==> src/hdl/aclp_pkg.sv <==
// ----------------------------------------------------------------------------
// aclp_pkg: shared types and constants of the ASCII command line parser
// Character codes, line limits, the command table and the beat format that
// travels from the byte classifier through the queue to the parser core.
// ----------------------------------------------------------------------------
`default_nettype none

package aclp_pkg;

    // Line format limits
    localparam int ARG_BYTES  = 8;     // most hex digits in an argument (1..8)
    localparam int LINE_LIMIT = 64;    // byte at LINE_LIMIT-1 always rejects (8..64)

    localparam int POS_W = $clog2(LINE_LIMIT);
    localparam logic [POS_W-1:0] POS_LAST = POS_W'(LINE_LIMIT - 1);

    localparam int DC_W = 6;           // digit count saturates at 63
    localparam logic [DC_W-1:0] DC_MAX   = {DC_W{1'b1}};
    localparam logic [DC_W-1:0] DC_LIMIT = DC_W'(ARG_BYTES);

    localparam int ARG_W = 32;
    localparam int IDX_W = 5;
    localparam int CMD_COUNT = 20;

    // Queue between classifier and parser core
    localparam int QUEUE_DEPTH = 4;
    localparam int QPTR_W = $clog2(QUEUE_DEPTH);
    localparam int QCNT_W = $clog2(QUEUE_DEPTH + 1);

    // Character codes
    localparam logic [7:0] CH_SPACE = 8'h20;
    localparam logic [7:0] CH_LF    = 8'h0A;
    localparam logic [7:0] CH_CR    = 8'h0D;
    localparam logic [7:0] CH_0     = 8'h30;
    localparam logic [7:0] CH_9     = 8'h39;
    localparam logic [7:0] CH_A_UP  = 8'h41;
    localparam logic [7:0] CH_F_UP  = 8'h46;
    localparam logic [7:0] CH_A_LO  = 8'h61;
    localparam logic [7:0] CH_Z_LO  = 8'h7A;

    // Command table: dd de ds dw ee eo gw ll lo mm mo lq pd pe ps pw zd ze zr zw
    localparam logic [7:0] CMD_FIRST [CMD_COUNT] = '{
        "d", "d", "d", "d", "e", "e", "g", "l", "l", "m",
        "m", "l", "p", "p", "p", "p", "z", "z", "z", "z"
    };
    localparam logic [7:0] CMD_SECOND [CMD_COUNT] = '{
        "d", "e", "s", "w", "e", "o", "w", "l", "o", "m",
        "o", "q", "d", "e", "s", "w", "d", "e", "r", "w"
    };

    typedef enum logic [1:0] {
        PH_LETTERS,
        PH_GAP,
        PH_DIGITS,
        PH_TAIL
    } phase_t;

    typedef enum logic [1:0] {
        VERD_NONE,
        VERD_ACCEPT,
        VERD_REJECT
    } verdict_t;

    // One classified byte
    typedef struct packed {
        logic [7:0] ch;
        logic       line_start;
        logic       is_lower;
        logic       is_space;
        logic       is_end;
        logic       is_hex;
        logic [3:0] hex_val;
    } char_item_t;

    typedef struct packed {
        logic             hit;
        logic [IDX_W-1:0] idx;
    } cmd_match_t;

    // First table position whose letters match
    function automatic cmd_match_t cmd_lookup(input logic [7:0] first,
                                              input logic [7:0] second);
        cmd_match_t res;
        res.hit = 1'b0;
        res.idx = '0;
        for (int i = CMD_COUNT - 1; i >= 0; i--) begin
            if (CMD_FIRST[i] == first && CMD_SECOND[i] == second) begin
                res.hit = 1'b1;
                res.idx = IDX_W'(i);
            end
        end
        return res;
    endfunction

endpackage

`default_nettype wire

==> src/hdl/ascii_command_line_parser.sv <==
// ----------------------------------------------------------------------------
// ascii_command_line_parser: two-letter command line parser
// Parses "cc <spaces> HEX <spaces> CR|LF" lines one byte per beat and
// returns one verdict per line: command table position and hex argument.
// ----------------------------------------------------------------------------
// Input channel (s_valid/s_ready): one byte per beat on s_char_in; raise
// s_line_start on the first byte of each line to restart the parser.
// Output channel (m_valid/m_ready): one beat per line, given on the byte at
// which the line is accepted or rejected; on reject m_accepted is low and
// m_command_index and m_argument read zero. Bytes after a verdict are
// dropped until the next start flag; a start flag in mid line abandons
// that line without a result.
// Throughput: one byte per cycle while no result waits on m_ready, set
// by the combinational grammar step in the parser core.
// Result path: a taken byte is first stored in the queue; the core then
// pops it and registers the verdict, which raises m_valid.
// Reset: synchronous, active low; the queue empties, no result is pending
// and the parser waits for a start flag.
// Stalls: while a result waits on m_ready the core holds; the four-entry
// queue keeps taking bytes until it fills, then s_ready drops.
// ----------------------------------------------------------------------------
`default_nettype none

module ascii_command_line_parser (
    input  wire logic                          aclk,
    input  wire logic                          aresetn,
    input  wire logic                          s_valid,
    output logic                               s_ready,
    input  wire logic [7:0]                    s_char_in,
    input  wire logic                          s_line_start,
    output logic                               m_valid,
    input  wire logic                          m_ready,
    output logic                               m_accepted,
    output logic [aclp_pkg::IDX_W-1:0]         m_command_index,
    output logic [aclp_pkg::ARG_W-1:0]         m_argument
);

    aclp_pkg::char_item_t in_item;
    aclp_pkg::char_item_t q_item;
    logic                 q_valid;
    logic                 q_pop;
    logic                 push;

    // Classify the incoming byte
    aclp_front u_front (
        .char_in    (s_char_in),
        .line_start (s_line_start),
        .item       (in_item)
    );

    assign push = s_valid && s_ready;

    // Hold classified beats until the core is free
    aclp_queue u_queue (
        .aclk      (aclk),
        .aresetn   (aresetn),
        .push      (push),
        .push_item (in_item),
        .not_full  (s_ready),
        .pop       (q_pop),
        .not_empty (q_valid),
        .pop_item  (q_item)
    );

    // Advance the grammar and hold the verdict
    aclp_back u_back (
        .aclk            (aclk),
        .aresetn         (aresetn),
        .q_valid         (q_valid),
        .q_item          (q_item),
        .q_pop           (q_pop),
        .m_valid         (m_valid),
        .m_ready         (m_ready),
        .m_accepted      (m_accepted),
        .m_command_index (m_command_index),
        .m_argument      (m_argument)
    );

endmodule

`default_nettype wire

==> src/hdl/aclp_front.sv <==
// ----------------------------------------------------------------------------
// aclp_front: byte classifier
// Sorts each incoming byte into the classes the parser needs and decodes
// its hex digit value.
// ----------------------------------------------------------------------------
`default_nettype none

module aclp_front (
    input  wire logic [7:0]          char_in,
    input  wire logic                line_start,
    output aclp_pkg::char_item_t     item
);

    logic is_digit;
    logic is_hex_up;

    assign is_digit  = char_in inside {[aclp_pkg::CH_0:aclp_pkg::CH_9]};
    assign is_hex_up = char_in inside {[aclp_pkg::CH_A_UP:aclp_pkg::CH_F_UP]};

    always_comb begin
        item.ch         = char_in;
        item.line_start = line_start;
        item.is_lower   = char_in inside {[aclp_pkg::CH_A_LO:aclp_pkg::CH_Z_LO]};
        item.is_space   = (char_in == aclp_pkg::CH_SPACE);
        item.is_end     = (char_in == aclp_pkg::CH_LF) || (char_in == aclp_pkg::CH_CR);
        item.is_hex     = is_digit || is_hex_up;
        // 'A'..'F' have low nibble 1..6: add 9 to get 10..15
        item.hex_val    = is_digit ? char_in[3:0] : (char_in[3:0] + 4'd9);
    end

endmodule

`default_nettype wire

==> src/hdl/aclp_queue.sv <==
// ----------------------------------------------------------------------------
// aclp_queue: classified byte queue
// Short FIFO between the classifier and the parser core so that the input
// side and the result side stall independently.
// ----------------------------------------------------------------------------
`default_nettype none

module aclp_queue (
    input  wire logic                  aclk,
    input  wire logic                  aresetn,
    input  wire logic                  push,
    input  wire aclp_pkg::char_item_t  push_item,
    output logic                       not_full,
    input  wire logic                  pop,
    output logic                       not_empty,
    output aclp_pkg::char_item_t       pop_item
);

    aclp_pkg::char_item_t slots_reg [aclp_pkg::QUEUE_DEPTH];

    logic [aclp_pkg::QPTR_W-1:0] wr_ptr_reg, wr_ptr_next;
    logic [aclp_pkg::QPTR_W-1:0] rd_ptr_reg, rd_ptr_next;
    logic [aclp_pkg::QCNT_W-1:0] count_reg,  count_next;

    localparam logic [aclp_pkg::QPTR_W-1:0] PTR_LAST =
        aclp_pkg::QPTR_W'(aclp_pkg::QUEUE_DEPTH - 1);
    localparam logic [aclp_pkg::QCNT_W-1:0] CNT_FULL =
        aclp_pkg::QCNT_W'(aclp_pkg::QUEUE_DEPTH);

    assign not_full  = (count_reg != CNT_FULL);
    assign not_empty = (count_reg != '0);
    assign pop_item  = slots_reg[rd_ptr_reg];

    always_comb begin
        wr_ptr_next = wr_ptr_reg;
        rd_ptr_next = rd_ptr_reg;
        count_next  = count_reg;
        if (push) begin
            wr_ptr_next = (wr_ptr_reg == PTR_LAST) ? '0 : wr_ptr_reg + 1'b1;
        end
        if (pop) begin
            rd_ptr_next = (rd_ptr_reg == PTR_LAST) ? '0 : rd_ptr_reg + 1'b1;
        end
        if (push && !pop) begin
            count_next = count_reg + 1'b1;
        end else if (pop && !push) begin
            count_next = count_reg - 1'b1;
        end
    end

    always_ff @(posedge aclk) begin
        if (!aresetn) begin
            wr_ptr_reg <= '0;
            rd_ptr_reg <= '0;
            count_reg  <= '0;
        end else begin
            wr_ptr_reg <= wr_ptr_next;
            rd_ptr_reg <= rd_ptr_next;
            count_reg  <= count_next;
        end
    end

    always_ff @(posedge aclk) begin
        if (push) begin
            slots_reg[wr_ptr_reg] <= push_item;
        end
    end

    a_count_bound: assert property (@(posedge aclk) disable iff (!aresetn)
        count_reg <= CNT_FULL)
        else $error("queue count beyond depth");

    a_count_grow: assert property (@(posedge aclk) disable iff (!aresetn)
        (push && !pop) |=> (count_reg == $past(count_reg) + 1'b1))
        else $error("queue count did not advance on push");

    a_pop_nonempty: assert property (@(posedge aclk) disable iff (!aresetn)
        pop |-> not_empty)
        else $error("pop from an empty queue");

endmodule

`default_nettype wire

==> src/hdl/aclp_back.sv <==
// ----------------------------------------------------------------------------
// aclp_back: parser core
// Steps the line grammar one classified byte at a time and holds the
// verdict of each line in an output register until it is taken.
// ----------------------------------------------------------------------------
`default_nettype none

module aclp_back (
    input  wire logic                          aclk,
    input  wire logic                          aresetn,
    input  wire logic                          q_valid,
    input  wire aclp_pkg::char_item_t          q_item,
    output logic                               q_pop,
    output logic                               m_valid,
    input  wire logic                          m_ready,
    output logic                               m_accepted,
    output logic [aclp_pkg::IDX_W-1:0]         m_command_index,
    output logic [aclp_pkg::ARG_W-1:0]         m_argument
);

    aclp_pkg::phase_t                  phase_reg, phase_next;
    logic [aclp_pkg::POS_W-1:0]        pos_reg, pos_next;
    logic [7:0]                        first_reg, first_next;
    logic [7:0]                        second_reg, second_next;
    logic [aclp_pkg::DC_W-1:0]         dc_reg, dc_next;
    logic [aclp_pkg::ARG_W-1:0]        acc_reg, acc_next;
    logic [aclp_pkg::IDX_W-1:0]        idx_reg, idx_next;
    logic                              done_reg, done_next;

    logic                              out_valid_reg, out_valid_next;
    logic                              out_acc_reg;
    logic [aclp_pkg::IDX_W-1:0]        out_idx_reg;
    logic [aclp_pkg::ARG_W-1:0]        out_arg_reg;

    // State as seen after a possible restart by the start flag
    aclp_pkg::phase_t                  ph_e;
    logic [aclp_pkg::POS_W-1:0]        pos_e;
    logic [7:0]                        first_e, second_e;
    logic [aclp_pkg::DC_W-1:0]         dc_e;
    logic [aclp_pkg::ARG_W-1:0]        acc_e;
    logic [aclp_pkg::IDX_W-1:0]        idx_e;
    logic                              done_e;

    aclp_pkg::cmd_match_t              match;
    aclp_pkg::verdict_t                verdict;
    logic                              cmd_ok;

    assign q_pop = q_valid && (!out_valid_reg || m_ready);

    always_comb begin
        if (q_item.line_start) begin
            ph_e     = aclp_pkg::PH_LETTERS;
            pos_e    = '0;
            first_e  = '0;
            second_e = '0;
            dc_e     = '0;
            acc_e    = '0;
            idx_e    = '0;
            done_e   = 1'b0;
        end else begin
            ph_e     = phase_reg;
            pos_e    = pos_reg;
            first_e  = first_reg;
            second_e = second_reg;
            dc_e     = dc_reg;
            acc_e    = acc_reg;
            idx_e    = idx_reg;
            done_e   = done_reg;
        end
    end

    assign match  = aclp_pkg::cmd_lookup(first_e, second_e);
    assign cmd_ok = (pos_e == aclp_pkg::POS_W'(2)) && q_item.is_space && match.hit;

    // Next phase
    always_comb begin
        phase_next = ph_e;
        if (!done_e) begin
            case (ph_e)
                aclp_pkg::PH_LETTERS: begin
                    if (!q_item.is_lower && cmd_ok) begin
                        phase_next = aclp_pkg::PH_GAP;
                    end
                end
                aclp_pkg::PH_GAP: begin
                    if (!q_item.is_space && q_item.is_hex) begin
                        phase_next = aclp_pkg::PH_DIGITS;
                    end
                end
                aclp_pkg::PH_DIGITS: begin
                    if (!q_item.is_hex && dc_e <= aclp_pkg::DC_LIMIT &&
                        (q_item.is_space || q_item.is_end)) begin
                        phase_next = aclp_pkg::PH_TAIL;
                    end
                end
                default: begin
                    phase_next = ph_e;
                end
            endcase
        end
    end

    // Verdict and line datapath
    always_comb begin
        verdict     = aclp_pkg::VERD_NONE;
        pos_next    = pos_e;
        first_next  = first_e;
        second_next = second_e;
        dc_next     = dc_e;
        acc_next    = acc_e;
        idx_next    = idx_e;
        if (!done_e) begin
            case (ph_e)
                aclp_pkg::PH_LETTERS: begin
                    if (q_item.is_lower) begin
                        if (pos_e == '0) begin
                            first_next = q_item.ch;
                        end else if (pos_e == aclp_pkg::POS_W'(1)) begin
                            second_next = q_item.ch;
                        end
                    end else if (cmd_ok) begin
                        idx_next = match.idx;
                    end else begin
                        verdict = aclp_pkg::VERD_REJECT;
                    end
                end
                aclp_pkg::PH_GAP: begin
                    if (q_item.is_space) begin
                        verdict = aclp_pkg::VERD_NONE;
                    end else if (q_item.is_hex) begin
                        acc_next = aclp_pkg::ARG_W'(q_item.hex_val);
                        dc_next  = aclp_pkg::DC_W'(1);
                    end else begin
                        verdict = aclp_pkg::VERD_REJECT;
                    end
                end
                aclp_pkg::PH_DIGITS: begin
                    if (q_item.is_hex) begin
                        acc_next = {acc_e[aclp_pkg::ARG_W-5:0], q_item.hex_val};
                        if (dc_e != aclp_pkg::DC_MAX) begin
                            dc_next = dc_e + 1'b1;
                        end
                    end else if (dc_e <= aclp_pkg::DC_LIMIT) begin
                        if (q_item.is_end) begin
                            verdict = aclp_pkg::VERD_ACCEPT;
                        end else if (!q_item.is_space) begin
                            verdict = aclp_pkg::VERD_REJECT;
                        end
                    end
                end
                default: begin
                    if (q_item.is_end) begin
                        verdict = aclp_pkg::VERD_ACCEPT;
                    end else if (!q_item.is_space) begin
                        verdict = aclp_pkg::VERD_REJECT;
                    end
                end
            endcase
            // The last byte of the window always rejects
            if (pos_e >= aclp_pkg::POS_LAST) begin
                verdict = aclp_pkg::VERD_REJECT;
            end else begin
                pos_next = pos_e + 1'b1;
            end
        end
        done_next = done_e || (verdict != aclp_pkg::VERD_NONE);
    end

    always_comb begin
        out_valid_next = out_valid_reg && !m_ready;
        if (q_pop && verdict != aclp_pkg::VERD_NONE) begin
            out_valid_next = 1'b1;
        end
    end

    always_ff @(posedge aclk) begin
        if (!aresetn) begin
            phase_reg     <= aclp_pkg::PH_LETTERS;
            pos_reg       <= '0;
            first_reg     <= '0;
            second_reg    <= '0;
            dc_reg        <= '0;
            acc_reg       <= '0;
            idx_reg       <= '0;
            done_reg      <= 1'b1;
            out_valid_reg <= 1'b0;
        end else begin
            out_valid_reg <= out_valid_next;
            if (q_pop) begin
                phase_reg  <= phase_next;
                pos_reg    <= pos_next;
                first_reg  <= first_next;
                second_reg <= second_next;
                dc_reg     <= dc_next;
                acc_reg    <= acc_next;
                idx_reg    <= idx_next;
                done_reg   <= done_next;
            end
        end
    end

    always_ff @(posedge aclk) begin
        if (q_pop && verdict != aclp_pkg::VERD_NONE) begin
            out_acc_reg <= (verdict == aclp_pkg::VERD_ACCEPT);
            out_idx_reg <= (verdict == aclp_pkg::VERD_ACCEPT) ? idx_e : '0;
            out_arg_reg <= (verdict == aclp_pkg::VERD_ACCEPT) ? acc_e : '0;
        end
    end

    assign m_valid         = out_valid_reg;
    assign m_accepted      = out_acc_reg;
    assign m_command_index = out_idx_reg;
    assign m_argument      = out_arg_reg;

    a_reject_zero: assert property (@(posedge aclk) disable iff (!aresetn)
        (m_valid && !m_accepted) |-> (m_command_index == '0 && m_argument == '0))
        else $error("rejected line carries nonzero fields");

    a_index_range: assert property (@(posedge aclk) disable iff (!aresetn)
        (m_valid && m_accepted) |-> (m_command_index < aclp_pkg::IDX_W'(aclp_pkg::CMD_COUNT)))
        else $error("command index outside table");

    a_pos_bound: assert property (@(posedge aclk) disable iff (!aresetn)
        pos_reg <= aclp_pkg::POS_LAST)
        else $error("line position beyond window");

endmodule

`default_nettype wire
==> config.mk <==
export PLATFORM = sky130hd
export DESIGN_NAME = ascii_command_line_parser
export DESIGN_NICKNAME = d
export VERILOG_FILES = /design/src/hdl/aclp_pkg.sv /design/src/hdl/ascii_command_line_parser.sv /design/src/hdl/aclp_front.sv /design/src/hdl/aclp_queue.sv /design/src/hdl/aclp_back.sv
export SDC_FILE = /design/constraint.sdc
export NUM_CORES = 1
export LEC_CHECK = 0
export BUFFER_PORTS_ARGS = -buffer_cell sky130_fd_sc_hd__buf_2
export CORE_UTILIZATION = 45
export CTS_BUF_LIST = sky130_fd_sc_hd__clkbuf_8
export DETAILED_ROUTE_END_ITERATION = 8
export GPL_ROUTABILITY_DRIVEN = 0
export SLEW_MARGIN = 20
export SYNTH_ARGS = -nofsm -noshare
export SYNTH_HDL_FRONTEND = slang
export SYNTH_SLANG_ARGS = --single-unit
==> constraint.sdc <==
create_clock -name aclk -period 10.3 [get_ports aclk]
set_input_delay 1.545 -clock aclk [delete_from_list [all_inputs] [get_ports aclk]]
set_output_delay 1.545 -clock aclk [all_outputs]
set_load 0.02 [all_outputs]
After elaboration in Yosys (flattened, before gate mapping)
Memories as Yosys holds them, arrays and structs flattened. A register that Yosys moved wholly into a read port is not among the register bits.
Index checks and enable logic that the tools add are counted.
{ "totals": {"reg_bits": 114, "in_bits": 13, "elab_cells": 191, "output_inout_bits": 40, "mem_count": 1, "ram_bits": 68} }
{ "mem_list": {"columns": ["memory", "depth", "width", "read_ports", "rd_ports_with_merged_regs", "wr", "line", "text"], "rows": [
  ["u_queue.slots_reg", 4, 17, 1, 1, 1, "aclp_queue.sv:19", "aclp_pkg::char_item_t slots_reg [aclp_pkg::QUEUE_DEPTH];"]
]} }
{ "classes": {"n_eq_ne": 28, "n_reduce_logical": 52, "magnitude_cmp": 8, "n_mux": 80, "add_sub_neg": 7} }
{ "ops": {"columns": ["operator", "n"], "rows": [
  ["6-bit 2-to-1 mux", 29],
  ["32-bit 2-to-1 mux", 5],
  ["7-bit by 8-bit == test with 1-bit output, first input constant", 16],
  ["8-bit 2-to-1 mux", 11],
  ["32-bit one-hot mux with 2 select lines", 1],
  ["2-bit 2-to-1 mux", 19],
  ["1-bit logical AND", 35],
  ["5-bit 2-to-1 mux", 5],
  ["8-bit by 4-bit == test with 1-bit output, second input constant", 2],
  ["8-bit by 7-bit >= comparator with 1-bit output, second input constant", 2],
  ["8-bit by 7-bit less-or-equal comparator with 1-bit output, second input constant", 2],
  ["6-bit by 1-bit adder with 6-bit output, second input constant", 2],
  ["2-bit one-hot mux with 3 select lines", 2],
  ["6-bit one-hot mux with 2 select lines", 1],
  ["8-bit by 6-bit == test with 1-bit output, second input constant", 1],
  ["8-bit by 6-bit >= comparator with 1-bit output, second input constant", 1],
  ["8-bit by 6-bit less-or-equal comparator with 1-bit output, second input constant", 1],
  ["1-bit zero test", 7],
  ["2-bit == test, second input constant", 3],
  ["6-bit by 1-bit == test with 1-bit output, second input constant", 1],
  ["6-bit by 2-bit == test with 1-bit output, second input constant", 1],
  ["6-bit >= comparator, second input constant", 1],
  ["6-bit by 4-bit less-or-equal comparator with 1-bit output, second input constant", 1],
  ["6-bit zero test", 1],
  ["other kinds (14)", 25]
]} }

Logic depth before layout (Yosys ltp)
{ "logic_depth": {"word_depth": 32, "mapped_depth": 15, "ltp_nobuf": 11} }

Modules after synthesis
Synthesis repeated with hierarchy kept, for this count alone.
{ "unflattened": {"hier_cells": 737, "hier_area_um2": 8516.9} }
{ "modules_own_cells": {"columns": ["mod", "seq_area_each_um2", "area_each_um2", "cells_per_inst", "n_inst"], "rows": [
  ["aclp_back", 2522.4, 5192.5, 550, 1],
  ["aclp_queue", 2222.1, 2951.6, 134, 1],
  ["aclp_front", 0.0, 366.6, 52, 1],
  ["ascii_command_line_parser", 0.0, 6.3, 1, 1]
]} }

Worst setup path after synthesis
Ideal clock, no wire load.
{ "synth_path": {"path_type": "register to register", "startpoint": "reg (tool-made name)", "endpoint": "reg u_back.out_acc_reg (netlist: u_back.m_accepted), enable pin", "n_path_buf": 4, "period_less_slack_ns": 5.667, "path_slack_ns": 4.633, "required_time_ns": 9.814, "arrival_ns": 5.181, "stages_incl_launch_ff": 14, "setup_time_ns": 0.486, "path_cell_list": "dfxtp_1 -> buf_6 -> buf_2 -> mux2i_1 -> mux2_2 -> clkbuf_1 -> clkbuf_1 -> nand2_1 -> inv_1 -> ha_1 -> nand3_1 -> o211ai_1 -> nand2_1 -> o21ai_0"} }
{ "synth_rtl": {"columns": ["item", "line", "text"], "rows": [
  ["end signal: assignment", "aclp_back.sv:204", "out_acc_reg <= (verdict == aclp_pkg::VERD_ACCEPT);"],
  ["end: declaration", "aclp_back.sv:31", "logic out_acc_reg;"]
]} }

==> impl_metrics.py <==
metrics = {
    "clocking": {
        "cts_buffers": 17,
        "cts.sinks": 184,
        "root_buffer": "clkbuf_8",
        "clk_path_buf_depth": 2,
        "cts_hold_buffers": 0,
        "cts_tree": "built",
        "post-cts-setup-buffers": 0,
        "clk_pin_slew_ns": 0.10,
        "ctsHtreeMaxLevel": 4,
        "clk_latency_ns": 0.47,
        "cts_resized": 0,
    },
    "sta": {
        "fin_skew_ns": 0.01704,
        "layout_min_cycle_time_ns": 4.180,
        "slew_viol_final": 0,
        "rsz0062_at_grt": "false",
        "max_slew.worst_pin.slew_ns": 0.9844,
        "tns_ns": 0,
        "max_slew_margin_pct": 34.29,
        "finalSetupViolations": 0,
        "hold_viol": 0,
        "min_period_over_period_pct": 40.59,
        "fin_hold_ws_ns": 0.4644,
        "max_freq_mhz": 239.2,
    },
    "route": {
        "first_pass_iters": 6,
        "antenna_left": 0,
        "wl_per_cell_um": 17.91,
        "via_per_inst": 5.888,
        "drc_errors": 0,
        "vias": 5764,
        "drt_iter0_markers": 499,
        "routed_wl_mm": 17.53,
    },
    "power": {
        "pwr_density_cell_mw_per_mm2": 237.8,
        "ir_drop_v": 0.0001990,
        "power_leakage_nw": 3.428,
    },
    "final_layout": {
        "fill_cells": 1602,
        "largest_reg_flops": 68,
        "final_nets": 771,
        "drive_gt1_share_pct": 16.53,
        "num_antenna_cells": 0,
        "syn2layout_area_growth_pct": 10.29,
    },
    "synth": {
        "ys_types": 68,
        "synth_commonest_cells": "edfxtp_1 (106), dfxtp_1 (78), nand2_1 (50), nor2_1 (47), and3_1 (45)",
        "synth.area.top_cells": "edfxtp_1 (39%), dfxtp_1 (19%), mux4_2 (4.6%), a22o_1 (3.8%), and3_1 (3.4%)",
        "yosys_warnings": 0,
        "synth.avg_cell_area_um2": 11.86,
        "synth-edff-count": 106,
        "synthFlopType": "edfxtp_1",
        "synth_area_mm2": 0.008240,
        "ys_ff_latch": 184,
        "synthArstFlopShare_pct": 0,
        "synth-adder-area-share_pct": 3.280,
        "synth_top_family_by_area": "simple AND/OR/NAND/NOR gates",
        "syn_nets": 729,
        "yosysMostFrequentCell": "edfxtp_1",
        "yosysSeqAreaShare_pct": 57.58,
        "synthSimpleGateAreaFrac_pct": 15.49,
        "synthMuxAreaShare_pct": 6.423,
        "synth_top_area_share_pct": 38.63,
        "synth_compound_area_share_pct": 13.16,
        "synth_xor_area_share_pct": 0.7440,
        "yosysTopAreaCell": "edfxtp_1",
        "syn_inst": 695,
    },
    "status": {
        "status": "complete, no violations",
    },
    "floorplan": {
        "die_x_um": 137.3,
        "coreArea_mm2": 0.01796,
        "dieArea_mm2": 0.01886,
        "start_util_pct": 45.87,
        "rows": 49,
        "die_height_um": 137.3,
        "pin_count": 53,
    },
    "global_routing": {
        "grt_pass1_vias": 5461,
        "grt.overflow.total": 0,
        "grt_pass1_wl_mm": 27.99,
        "grt_util_all_layers_pct": 19.34,
        "antenna_found_initial": 0,
        "grt_max_degree": 39,
    },
    "worst_setup_path": {
        "arrival_ns": 4.35,
        "end_kind": "flip-flop",
        "crit_buf_inv": 2,
        "crit_required_ns": 10.47,
        "slowest_stage": "dfxtp_1",
        "cp_top_family": "compound AO/OA/AOI/OAI gates",
        "path_class": "flip-flop to flip-flop",
        "start_kind": "flip-flop",
        "path_cells": "mux2_2 > nand2_1 > inv_1 > ha_1 > o211a_1 > o21ai_0 > o211ai_1 > nand2_1 > o21ai_4 > buf_16",
        "crit_path_frequent_cell": "nand2_1",
        "path_max_fanout": 26,
        "slowest_delay_ns": 0.98,
    },
    "run": {
        "maxCapViolations": 0,
    },
    "placement": {
        "hpwl_mm": 11.84,
        "io_buffers": 52,
    },
    "min_path": {
        "hp-class": "flip-flop to flip-flop",
    },
}
-- stage by stage --
step                      cell area, um^2  utilization, %  worst slack [ns]  cells  power [mW]
after floorplan                      8240               -             4.633    695       1.491
final                                9089           50.60             6.120    979       2.161
after global routing                 9089           50.60             5.866    979       2.282
after global placement               8682           48.33             6.037    946       1.667
after detailed placement             8682           48.33             5.823    946       1.692
after CTS                            9055           50.41             5.785    978       2.160
-- metal layers --
layer / up-vias / track usage, % / part of all wire [%]
li1: 2732 / - / -
met1: 2835 / 25.62 / 46
met2: 173 / 31.09 / 47
met3: 24 / 4.157 / 5.6
met4: 0 / 7.204 / 1.8
met5: - / 0 / 0
-- cell usage in the layout, fill, tap and decap left out, types with 4 or more instances in the layout --
cell type / netlist / layout
a211oi_1: 7 / 7
a21oi_1: 25 / 25
a22o_1: 36 / 36
a22oi_1: 9 / 9
a31oi_1: 4 / 4
and3_1: 45 / 45
buf_2: 3 / 52
buf_4: 0 / 5
clkbuf_8: 0 / 17
dfxtp_1: 78 / 78
edfxtp_1: 106 / 106
ha_1: 20 / 20
inv_1: 29 / 31
inv_6: 0 / 6
mux2_2: 5 / 5
mux2i_1: 9 / 9
mux4_2: 17 / 17
nand2_1: 50 / 50
nand2b_1: 9 / 9
nand3_1: 22 / 22
nand3b_1: 6 / 6
nand4_1: 7 / 7
nor2_1: 47 / 46
nor3_1: 14 / 14
nor4_1: 10 / 9
o211a_1: 5 / 5
o211ai_1: 5 / 5
o21ai_0: 21 / 20
o21ai_1: 4 / 4
o2bb2ai_1: 5 / 5
or3_1: 5 / 5
xor2_1: 4 / 4
-- report_power, final --
group	switching [mW]	total [mW]	leakage, nW	internal (mW)
registers	0.0656	0.973	1.63	0.907
clock network	0.271	0.469	0.200	0.198
logic	0.481	0.719	1.60	0.239
total	0.817	2.16	3.43	1.34
-- cell families (layout without fill, tap and decap cells) --
| group | Yosys count | in the layout |
|---|---|---|
| compound gates | 149 | 149 |
| mux | 31 | 31 |
| fa+ha+maj | 21 | 21 |
| xor+xnor | 7 | 7 |
| buf+inv | 64 | 119 |
| simple gates | 239 | 239 |
| flops | 184 | 184 |
-- worst reg2reg max path, cell delays in order (launching register included) --
cell and delay [ns]:
dfxtp_1 0.98, mux2_2 0.62, nand2_1 0.19, inv_1 0.16
ha_1 0.44, o211a_1 0.26, o21ai_0 0.08, o211ai_1 0.21
nand2_1 0.21, o21ai_4 0.47, buf_16 0.25
-- cell type report --
class	count	area [um^2]	share of cell area [%]
sequential	184	4745	52.20
multi-input combinational	447	3251	35.77
timing repair buffer	58	325.3	3.579
tap	229	286.5	3.153
clock buffer	17	234.0	2.574
clock inverter	15	138.9	1.528
inverter	29	108.9	1.198
-- worst paths after layout --
kind	startpoint	to	slack [ns]	cells after the start
setup / recovery	flip-flop	u_back.m_argument[13]	6.12	10
hold / removal	u_back.idx_reg[0]	u_back.idx_reg[0]	0.46	2
setup reg to reg	flip-flop	u_back.m_argument[13]	6.12	10
hold reg to reg	u_back.idx_reg[0]	u_back.idx_reg[0]	0.46	2
No activity file was read; power rests on OpenSTA's default activity.
